[config.mk]
export PLATFORM = sky130hd
export DESIGN_NAME = tpms_regs
export DESIGN_NICKNAME = d
export VERILOG_FILES = /design/src/design/tpms_pkg.sv /design/src/design/tpms_regs.sv
export SDC_FILE = /design/constraint.sdc
export NUM_CORES = 1
export LEC_CHECK = 0
export ABC_AREA = 1
export ABC_CLOCK_PERIOD_IN_PS = 900
export BUFFER_PORTS_ARGS = -buffer_cell sky130_fd_sc_hd__buf_2
export CORE_AREA = 2 2 59 61
export CTS_CLUSTER_SIZE = 20
export DETAILED_ROUTE_END_ITERATION = 12
export DIE_AREA = 0 0 61 63
export GPL_ROUTABILITY_DRIVEN = 1
export GPL_TIMING_DRIVEN = 0
export PLACE_DENSITY_LB_ADDON = 0.3
export SLEW_MARGIN = 5
export SYNTH_ARGS = -nofsm -noshare
export SYNTH_HDL_FRONTEND = slang
export SYNTH_SLANG_ARGS = --single-unit
[constraint.sdc]
create_clock -name clk -period 0.9 [get_ports clk]
set_input_delay 0.18 -clock clk [delete_from_list [all_inputs] [get_ports clk]]
set_output_delay 0.18 -clock clk [all_outputs]
set_load 0.01 [all_outputs]
[src/design/tpms_pkg.sv]
// shared constants, codes and types for the term proximity min span unit
`default_nettype none

package tpms_pkg;

	localparam int MAX_TERMS     = 8;
	localparam int MAX_POSITIONS = 256;
	localparam int POS_W         = 16;

	localparam int TERM_W   = $clog2(MAX_TERMS);
	localparam int CUR_W    = $clog2(MAX_POSITIONS);
	localparam int LEN_W    = CUR_W + 1;
	localparam int ADDR_W   = TERM_W + CUR_W;
	localparam int SPAN_W   = POS_W + 1;
	localparam int TCNT_W   = 4;
	localparam int DATA_W   = 32;
	localparam int PADDR_W  = 4;

	// register indexes
	localparam logic [1:0] REG_TERM_COUNT  = 2'd0;
	localparam logic [1:0] REG_TITLE_LIMIT = 2'd1;
	localparam logic [1:0] REG_TITLE_MODE  = 2'd2;

	// result status codes
	localparam logic [1:0] STAT_OK     = 2'd0;
	localparam logic [1:0] STAT_EMPTY  = 2'd1;
	localparam logic [1:0] STAT_NARROW = 2'd2;
	localparam logic [1:0] STAT_LOAD   = 2'd3;

	typedef struct packed {
		logic [TCNT_W-1:0] term_count;
		logic [POS_W-1:0]  title_limit;
		logic              title_mode;
	} cfg_t;

endpackage

`default_nettype wire

[src/design/tpms_regs.sv]
// configuration register file behind the apb-style port
`default_nettype none

module tpms_regs (
	input  wire logic                           clk,
	input  wire logic                           arst_n,
	input  wire logic                           psel,
	input  wire logic                           penable,
	input  wire logic                           pwrite,
	input  wire logic [tpms_pkg::PADDR_W-1:0]   paddr,
	input  wire logic [tpms_pkg::DATA_W-1:0]    pwdata,
	output logic      [tpms_pkg::DATA_W-1:0]    prdata,
	output logic                                pready,
	output tpms_pkg::cfg_t                      cfg
);

	logic [tpms_pkg::TCNT_W-1:0] term_count_q;
	logic [tpms_pkg::POS_W-1:0]  title_limit_q;
	logic                        title_mode_q;
	logic                        wr;
	logic [1:0]                  idx;

	assign pready = 1'b1;
	assign wr     = psel && penable && pwrite;
	assign idx    = paddr[3:2];

	always_ff @(posedge clk or negedge arst_n) begin
		if (!arst_n) begin
			term_count_q  <= tpms_pkg::TCNT_W'(1);
			title_limit_q <= '0;
			title_mode_q  <= 1'b0;
		end else if (wr) begin
			case (idx)
				tpms_pkg::REG_TERM_COUNT:  term_count_q  <= pwdata[tpms_pkg::TCNT_W-1:0];
				tpms_pkg::REG_TITLE_LIMIT: title_limit_q <= pwdata[tpms_pkg::POS_W-1:0];
				tpms_pkg::REG_TITLE_MODE:  title_mode_q  <= pwdata[0];
				default: ;
			endcase
		end
	end

	always_comb begin
		case (idx)
			tpms_pkg::REG_TERM_COUNT:
				prdata = tpms_pkg::DATA_W'(term_count_q);
			tpms_pkg::REG_TITLE_LIMIT:
				prdata = tpms_pkg::DATA_W'(title_limit_q);
			tpms_pkg::REG_TITLE_MODE:
				prdata = tpms_pkg::DATA_W'(title_mode_q);
			default:
				prdata = '0;
		endcase
	end

	assign cfg.term_count  = term_count_q;
	assign cfg.title_limit = title_limit_q;
	assign cfg.title_mode  = title_mode_q;

endmodule

`default_nettype wire

### After elaboration in Yosys (flattened, before gate mapping)

Index checks and enable logic that the tools add are counted.

* equality and inequality tests: 2
* muxes and demuxes: 1
* reductions and logical operators: 6

Operator list (count)
* $pmux 16 s3: 1
* $reduce_and 2->1: 3
* $eq 2x1->1 const B: 1
* $eq 2x2->1 const B: 1
* $logic_and 1x1->1: 2
* $logic_not 2->1: 1

* bits in registers: 21
* output and inout bits: 54
* logic and storage cells: 12

### Longest topological paths before layout

Gate-level depths: netlist of the first run.

* depth in word-level cells: 3
* mapped depth: 7
* gate-level depth less buffers: 6

### Least setup slack after synthesis of the first run

OpenSTA, ideal clock, no wires.

* kind: register to output
* start point: reg term_count_q[0] in the netlist's numbering
* end point: out prdata[0] in the netlist's numbering
* data arrival time: 0.721 ns
* required time: 0.720 ns
* path slack: -0.001 ns
* cell stages (with the launch flop): 3
* buffers on the path: 0
* cells stage by stage: dfstp_2 nand2_1 nand3_1

* longest elaborated chain between the ends: 1

RTL lines
* from (decl): line tpms_regs.sv:17 `logic [tpms_pkg::TCNT_W-1:0] term_count_q;`
* from (signal assigned): line tpms_regs.sv:29 `term_count_q <= tpms_pkg::TCNT_W'(1);`
* from (signal assigned): line tpms_regs.sv:34 `tpms_pkg::REG_TERM_COUNT: term_count_q <= pwdata[tpms_pkg::TCNT_W-1:0];`
* $pmux 16 s3: line tpms_regs.sv:43 `case (idx)`
* to (decl): line tpms_regs.sv:12 `output logic [tpms_pkg::DATA_W-1:0] prdata,`

Every way passes these cells.

### Worst setup path after layout of the first run

Ends and elaborated chain as after synthesis.

==> summary.txt, run 1 <==
Outcome
  – Status: finished, violations left
  – Failing checks: setup timing

Critical path
  – Worst Reg-to-Reg Cells: 4
  – FF-to-FF Start: title_limit_q[6]
  – CP startpoint: term_count_q[0]
  – Critical path class: reg -> out
  – Largest stage delay on the critical path: 0.56 ns
  – Critical Path Start Type: flop
  – Kind of end point of the critical path: output port
  – Reg2Reg Setup Slack: 0.05 ns
  – Slowest library cell on the worst path: sky130_fd_sc_hd__dfstp_2
  – Required time at the worst-slack endpoint: 0.72 ns
  – Sequence of cells on the critical path: nand2_2 -> nand3_2 -> buf_6
  – Data arrival at the endpoint of the critical path: 1.08 ns
  – Worst-path fanout max: 2
  – Reg-to-reg critical path endpoint: title_limit_q[6]

STA
  – Layout Skew: 0 ns
  – Final worst-path setup slack: -0.3571 ns
  – Summed negative setup slack over all endpoints: -6.336 ns
  – WHS: 0.07381 ns
  – Minimum period implied by the final worst setup slack: 1.257 ns
  – Final number of setup-violating endpoints: 37
  – Number of hold-slack violations in the final timing report: 0
  – Achievable Freq: 795.5 MHz
  – Crit share post-route: 1.397
  – Number of slew-limit violations in the final report: 0
  – Unrepaired setup endpoints after global routing: true

Route
  – Drc violations: 0
  – Total wire length after detailed routing: 2647 um
  – Average wire per standard cell: 8.943 um
  – Via count: 1129
  – Number of antenna-violating nets in the routed design: 0
  – Mean number of vias per cell: 3.814
  – Drt first-iter violations: 35
  – 1st-pass router iterations: 4

Floorplan
  – Die width: 61 um
  – Die Area: 3843 um2
  – I/O pin count: 95
  – Die Ht: 63 um
  – Rows: 21
  – Floorplan core area: 3232 um2
  – Starting density of the core: 0.3577

Placement
  – Count of buffers from port buffering: 59
  – Sum of net half-perimeters after detailed placement: 1972 um
  – DP Area: 1570 um2
  – Final Wtd Congestion: 0.7188

CTS
  – Reg clk slew, reported paths: 0.11 ns
  – Number of clock buffers inserted by TritonCTS: 3
  – H-tree levels: 1
  – # clock sinks: 21
  – CTS tree: done
  – Source-to-sink clock delay at the later pin of the worst-skew pair: 0.29 ns
  – CTS Root Buffer Type: sky130_fd_sc_hd__clkbuf_4
  – Maximum number of buffers from clock root to sink: 2

Finish
  – Total number of nets in the final design: 292
  – Post-route standard cell area excluding fillers: 1728 um2
  – Synthesis-to-finish area growth: 49.46%
  – Antenna diode count: 0
  – Share of post-route cells with drive strength above 1: 0.4200

Synth
  – Async set-or-reset flop fraction in the synthesized netlist: 1.000
  – Yosys top cell area share: 0.4329
  – Seq cells post-synth: 21
  – Cell count after synthesis: 160
  – Count of cell types in the netlist: 15
  – Top cell type by total area after synthesis: sky130_fd_sc_hd__dfrtp_1
  – Number of enable-type register cells in the synthesized netlist: 0
  – Most frequently used flop master after synthesis: sky130_fd_sc_hd__dfrtp_1
  – Top cells by area, synth: sky130_fd_sc_hd__dfrtp_1, sky130_fd_sc_hd__nand2_1, sky130_fd_sc_hd__buf_4
  – Post-synthesis cell area: 1156 um2
  – Count of synthesis-stage warnings from yosys: 0
  – Avg Cell Area, Syn: 7.226 um2
  – Cell with the most instances after synthesis: sky130_fd_sc_hd__nand2_1
  – Most frequent cells after synthesis: sky130_fd_sc_hd__nand2_1, sky130_fd_sc_hd__dfrtp_1, sky130_fd_sc_hd__buf_4
  – Sequential-to-total area share from yosys stat: 0.4556

Power
  – Peak supply drop: 0.6973 mV
  – Leakage power figure: 1.105 nW
  – Power per cell area: 1601 nW/um2
  – Total power of the final layout: 2.766 mW

GRT
  – Grt total ovfl: 0
  – Via count of the first global-routing pass: 978
  – Number of antenna violations at the first check in global routing: 0
  – Total global routing track utilization: 0.1464
  – Pin count of the biggest net entering global routing: 22
  – First-pass GRT wire length: 4326 um

Run
  – Max-cap violations: 0

Min path
  – Origin of the worst min-delay path: pwdata[7]
  – Number of stages on the worst hold path: 3
  – Hold Crit Endpoint: title_limit_q[7]
  – Worst min-delay path class: in -> reg
## registers in the layout (all words and copies together) (netlist names)
register	count
title_limit_q	16
title_mode_q	1
term_count_q	4
## final cells by class
type                    instances  area, um2
multi-input cells             117      475.5
fillers                       340       1504
inverters                      16      60.06
plain buffers                  21      168.9
well taps                      46      57.56
flip-flops and latches         21      526.8
repair buffers                 71      412.9
clock buffers                   4      26.28
## power breakdown
| part | internal [mW] | leakage, nW | total (mW) | switching, mW |
|---|---|---|---|---|
| combinational | 0.541 | 0.825 | 1.05 | 0.507 |
| sequential | 1.14 | 0.265 | 1.28 | 0.138 |
| clock | 0.172 | 0.0150 | 0.438 | 0.266 |
## timing repair
| item | 4_1_cts | 5_1_grt |
|---|---|---|
| gates resized for setup | 6 | 4 |
| setup buffers | 5 | 6 |
| endpoints found under the setup margin | 37 | 37 |
| pin swaps | 12 | 3 |
| hold buffers | 1 | 0 |
| hold endpoints to repair | 20 | 0 |
## worst max-delay path by stage
stage	to	cells past startpoint
2_1_floorplan	prdata[0]	2
3_3_place_gp	prdata[8]	6
3_5_place_dp	title_limit_q[0]	8
4_1_cts	prdata[0]	3
5_1_grt	prdata[0]	3
6_report	prdata[0]	3
## metrics by stage
step                      std cells    util  setup slack (ns)
after floorplan                 175       -           0.01447
after global placement          280  0.4859           -0.2314
after detailed placement        280  0.4859           -0.2329
after CTS                       290  0.5172           -0.3743
after global routing            296  0.5347           -0.4051
final                           296  0.5347           -0.3571
## layout by cell type, fill, tap and decap left out, types with 2 or more instances in the layout
cell / synthesis / layout
sky130_fd_sc_hd__nand3_1: 3 / 2
sky130_fd_sc_hd__nor2_2: 1 / 2
sky130_fd_sc_hd__buf_6: 2 / 7
sky130_fd_sc_hd__dfrtp_1: 20 / 20
sky130_fd_sc_hd__buf_2: 1 / 55
sky130_fd_sc_hd__nand2_2: 1 / 3
sky130_fd_sc_hd__inv_1: 15 / 14
sky130_fd_sc_hd__clkbuf_4: 0 / 3
sky130_fd_sc_hd__conb_1: 2 / 17
sky130_fd_sc_hd__inv_2: 1 / 2
sky130_fd_sc_hd__buf_4: 18 / 29
sky130_fd_sc_hd__nor2_1: 15 / 14
sky130_fd_sc_hd__nand2_1: 78 / 76
## critical path: cells and delay by family (launching register included)
family	cells	cell delay, ns
AND/OR/NAND/NOR	2	0.13
flip-flops	1	0.56
buffers and inverters	1	0.10
## cell families after synthesis
kind of cell,count (synthesis),share of synthesized area
other,2,0.006496
buffers and inverters,37,0.1926
AND/OR/NAND/NOR,100,0.3452
flip-flops,21,0.4556
## metal layers
metal  routed length, um  track usage  vias to the layer above
li1                    -            -                      613
met1                1202       0.1876                      477
met2                1261       0.2433                       37
met3                 167      0.03106                        2
met4                  16      0.04076                        0
met5                   0            0                        -
No activity file was read; power rests on OpenSTA's default activity.
==> run 2: changes to the inputs <==
--- a/config.mk
+++ b/config.mk
@@ -8,10 +8,10 @@
 export ABC_AREA = 1
 export ABC_CLOCK_PERIOD_IN_PS = 900
 export BUFFER_PORTS_ARGS = -buffer_cell sky130_fd_sc_hd__buf_2
-export CORE_AREA = 2 2 59 61
+export CORE_AREA = 2 2 61 63
 export CTS_CLUSTER_SIZE = 20
 export DETAILED_ROUTE_END_ITERATION = 12
-export DIE_AREA = 0 0 61 63
+export DIE_AREA = 0 0 63 65
 export GPL_ROUTABILITY_DRIVEN = 1
 export GPL_TIMING_DRIVEN = 0
 export PLACE_DENSITY_LB_ADDON = 0.3
==> summary.txt, run 2 (synthesis gave the netlist of run 1 again) <==
Power
  – Switching Share: 0.3346 (was 0.3291)
  – Total power of the final layout: 2.752 mW (was 2.766 mW)
  – Leakage power figure: 1.099 nW (was 1.105 nW)
  – Power per cell area: 1607 nW/um2 (was 1601 nW/um2)
  – Combinational group share of total power: 0.370 (was 0.379)
  – Reported net switching power: 0.9210 mW (was 0.9104 mW)
  – Part of the total power dissipated in sequential elements: 0.467 (was 0.463)
  – Internal power of the cells: 1.831 mW (was 1.856 mW)
  – Clock power share: 0.163 (was 0.158)
  – Peak supply drop: 0.7577 mV (was 0.6973 mV)

CTS
  – CTS Root Buffer Type: sky130_fd_sc_hd__clkbuf_4 (unchanged)
  – Source-to-sink clock delay at the later pin of the worst-skew pair: 0.29 ns (about the same)
  – Maximum number of buffers from clock root to sink: 2 (unchanged)
  – Number of clock buffers inserted by TritonCTS: 3 (unchanged)
  – CTS tree: done (unchanged)
  – H-tree levels: 1 (unchanged)
  – # clock sinks: 21 (unchanged)
  – Reg clk slew, reported paths: 0.11 ns (about the same)

Finish
  – Post-route standard cell area excluding fillers: 1713 um2 (was 1728 um2)
  – Total number of nets in the final design: 290 (was 292)
  – Synthesis-to-finish area growth: 48.16% (was 49.46%)
  – Share of post-route cells with drive strength above 1: 0.3992 (was 0.4200)
  – Final Instance Count excl. Fillers: 296 (unchanged)
  – Final cell utilization of the core: 0.4900 (was 0.5347)
  – Fill cells: 386 (was 340)
  – Most flop-heavy register: title_limit_q (unchanged)
  – Most common library cell in the layout ignoring fill and taps: sky130_fd_sc_hd__nand2_1 (unchanged)
  – Max reg flops: 16 (unchanged)
  – Largest regs: title_limit_q (16), term_count_q (4), title_mode_q (1) (unchanged)
  – Commonest cells after routing, fill and taps aside: sky130_fd_sc_hd__nand2_1, sky130_fd_sc_hd__buf_2, sky130_fd_sc_hd__buf_4 (unchanged)
  – Antenna diode count: 0 (unchanged)

GRT
  – Total global routing track utilization: 0.1381 (was 0.1464)
  – Number of antenna violations at the first check in global routing: 0 (unchanged)
  – Pin count of the biggest net entering global routing: 22 (unchanged)
  – Via count of the first global-routing pass: 991 (was 978)
  – Grt total ovfl: 0 (unchanged)
  – First-pass GRT wire length: 4478 um (was 4326 um)

Outcome
  – Status: finished, violations left (unchanged)
  – Failing checks: setup timing (unchanged)

Floorplan
  – Floorplan core area: 3496 um2 (was 3232 um2)
  – Die Ht: 65 um (was 63 um)
  – I/O pin count: 95 (unchanged)
  – Die Area: 4095 um2 (was 3843 um2)
  – Rows: 22 (was 21)
  – Die width: 63 um (was 61 um)
  – Starting density of the core: 0.3307 (was 0.3577)

STA
  – Crit share post-route: 1.400 (was 1.397)
  – Final number of setup-violating endpoints: 37 (unchanged)
  – Final worst-path setup slack: -0.3600 ns (was -0.3571 ns)
  – Number of slew-limit violations in the final report: 0 (unchanged)
  – Number of hold-slack violations in the final timing report: 0 (unchanged)
  – WHS: 0.07170 ns (was 0.07381 ns)
  – Achievable Freq: 793.6 MHz (was 795.5 MHz)
  – Unrepaired setup endpoints after global routing: true (unchanged)
  – Layout Skew: 0 ns (unchanged)
  – Summed negative setup slack over all endpoints: -6.633 ns (was -6.336 ns)
  – Minimum period implied by the final worst setup slack: 1.260 ns (was 1.257 ns)

Route
  – Mean number of vias per cell: 3.868 (was 3.814)
  – Average wire per standard cell: 9.605 um (was 8.943 um)
  – Via count: 1145 (was 1129)
  – Drt first-iter violations: 22 (was 35)
  – Drc violations: 0 (unchanged)
  – Number of antenna-violating nets in the routed design: 0 (unchanged)
  – Total wire length after detailed routing: 2843 um (was 2647 um)
  – 1st-pass router iterations: 5 (was 4)

Placement
  – Count of buffers from port buffering: 59 (unchanged)
  – Sum of net half-perimeters after detailed placement: 2093 um (was 1972 um)
  – Worst setup slack after placement: -0.2563 ns (was -0.2329 ns)
  – DP Area: 1573 um2 (was 1570 um2)
  – Final Wtd Congestion: 0.6828 (was 0.7188)
  – Number of cells in the design after placement: 282 (was 280)

Critical path
  – Slowest library cell on the worst path: sky130_fd_sc_hd__dfstp_2 (unchanged)
  – Required time at the worst-slack endpoint: 0.72 ns (about the same)
  – Number of buffer and inverter stages on the critical path: 1 (unchanged)
  – Data arrival at the endpoint of the critical path: 1.08 ns (about the same)
  – Critical path class: reg -> out (unchanged)
  – Kind of end point of the critical path: output port (unchanged)
  – Reg2Reg Setup Slack: 0.06 ns (was 0.05 ns)
  – Reg-to-reg critical path endpoint: title_limit_q[7] (was title_limit_q[6])
  – Worst-path fanout max: 2 (unchanged)
  – Sequence of cells on the critical path: nand2_1 -> nand3_2 -> buf_6 (was nand2_2 -> nand3_2 -> buf_6)
  – Delay-heaviest family, CP: flip-flops (unchanged)
  – Worst Reg-to-Reg Cells: 4 (unchanged)
  – FF-to-FF Start: title_limit_q[7] (was title_limit_q[6])
  – Critical Path Start Type: flop (unchanged)
  – Largest stage delay on the critical path: 0.55 ns (was 0.56 ns)

Run
  – Max-cap violations: 0 (unchanged)

Min path
  – Worst min-delay path class: in -> reg (unchanged)
  – Hold Crit Endpoint: title_limit_q[7] (unchanged)
  – Number of stages on the worst hold path: 3 (unchanged)
  – Origin of the worst min-delay path: pwdata[7] (unchanged)
## run 2: cell count changes in the layout (fill, tap and decap cells not counted), sizes merged
cell	previous run	this run
buf	91	89
## run 2: worst reg2reg max path: stages, from the launching register on
cell                      delay [ns]
sky130_fd_sc_hd__dfrtp_1        0.40
sky130_fd_sc_hd__buf_4          0.13
sky130_fd_sc_hd__buf_4          0.12
sky130_fd_sc_hd__nand2_1        0.06
sky130_fd_sc_hd__nand2_1        0.04
## run 2: how the worst max path moves through the flow
| stage | from | endpoint | slack, ns | cells past startpoint |
|---|---|---|---|---|
| 5_1_grt | term_count_q[0] | prdata[0] | -0.41 | 3 |
| 3_5_place_dp | paddr[3] | title_limit_q[6] | -0.26 | 8 |
| 4_1_cts | term_count_q[0] | prdata[0] | -0.38 | 3 |
| 2_1_floorplan | term_count_q[0] | prdata[0] | 0.01 | 2 |
| 3_3_place_gp | paddr[3] | title_limit_q[5] | -0.23 | 8 |
| 6_report | term_count_q[0] | prdata[0] | -0.36 | 3 |
## run 2: layer usage
metal	routed length [um]	global-route usage	up-vias	part of all wire
li1	-	-	605	-
met1	1263	0.1663	496	0.44
met2	1359	0.2434	42	0.48
met3	208	0.03299	2	0.073
met4	12	0.04167	0	0.0042
met5	0	0	-	0
## run 2: repair_timing
| action | 4_1_cts | 5_1_grt |
|---|---|---|
| resized for setup | 6 | 1 |
| gates cloned | 0 | 0 |
| hold endpoints to repair | 20 | 0 |
| setup buffers | 5 | 4 |
| endpoints found under the setup margin | 37 | 37 |
| pin swaps | 13 | 2 |
| hold buffers | 1 | 0 |
## run 2: layout make-up
class,instances,area (um2),share of cell area
buffer,21,168.9,0.09861
clock buffer,4,26.28,0.01534
inverter,16,60.06,0.03506
multi-input combinational,117,473.0,0.2761
sequential,21,526.8,0.3075
tap,48,60.06,0.03506
timing repair buffer,69,397.9,0.2323
## run 2: power groups by stage
stage,clock [mW],sequential [mW],combinational [mW]
final,0.449,1.28,1.02
after global routing,0.537,1.31,1.14
after CTS,0.483,1.28,0.970
after detailed placement,0,1.31,0.852
after global placement,0,1.30,0.834
after floorplan,0,1.38,0.394
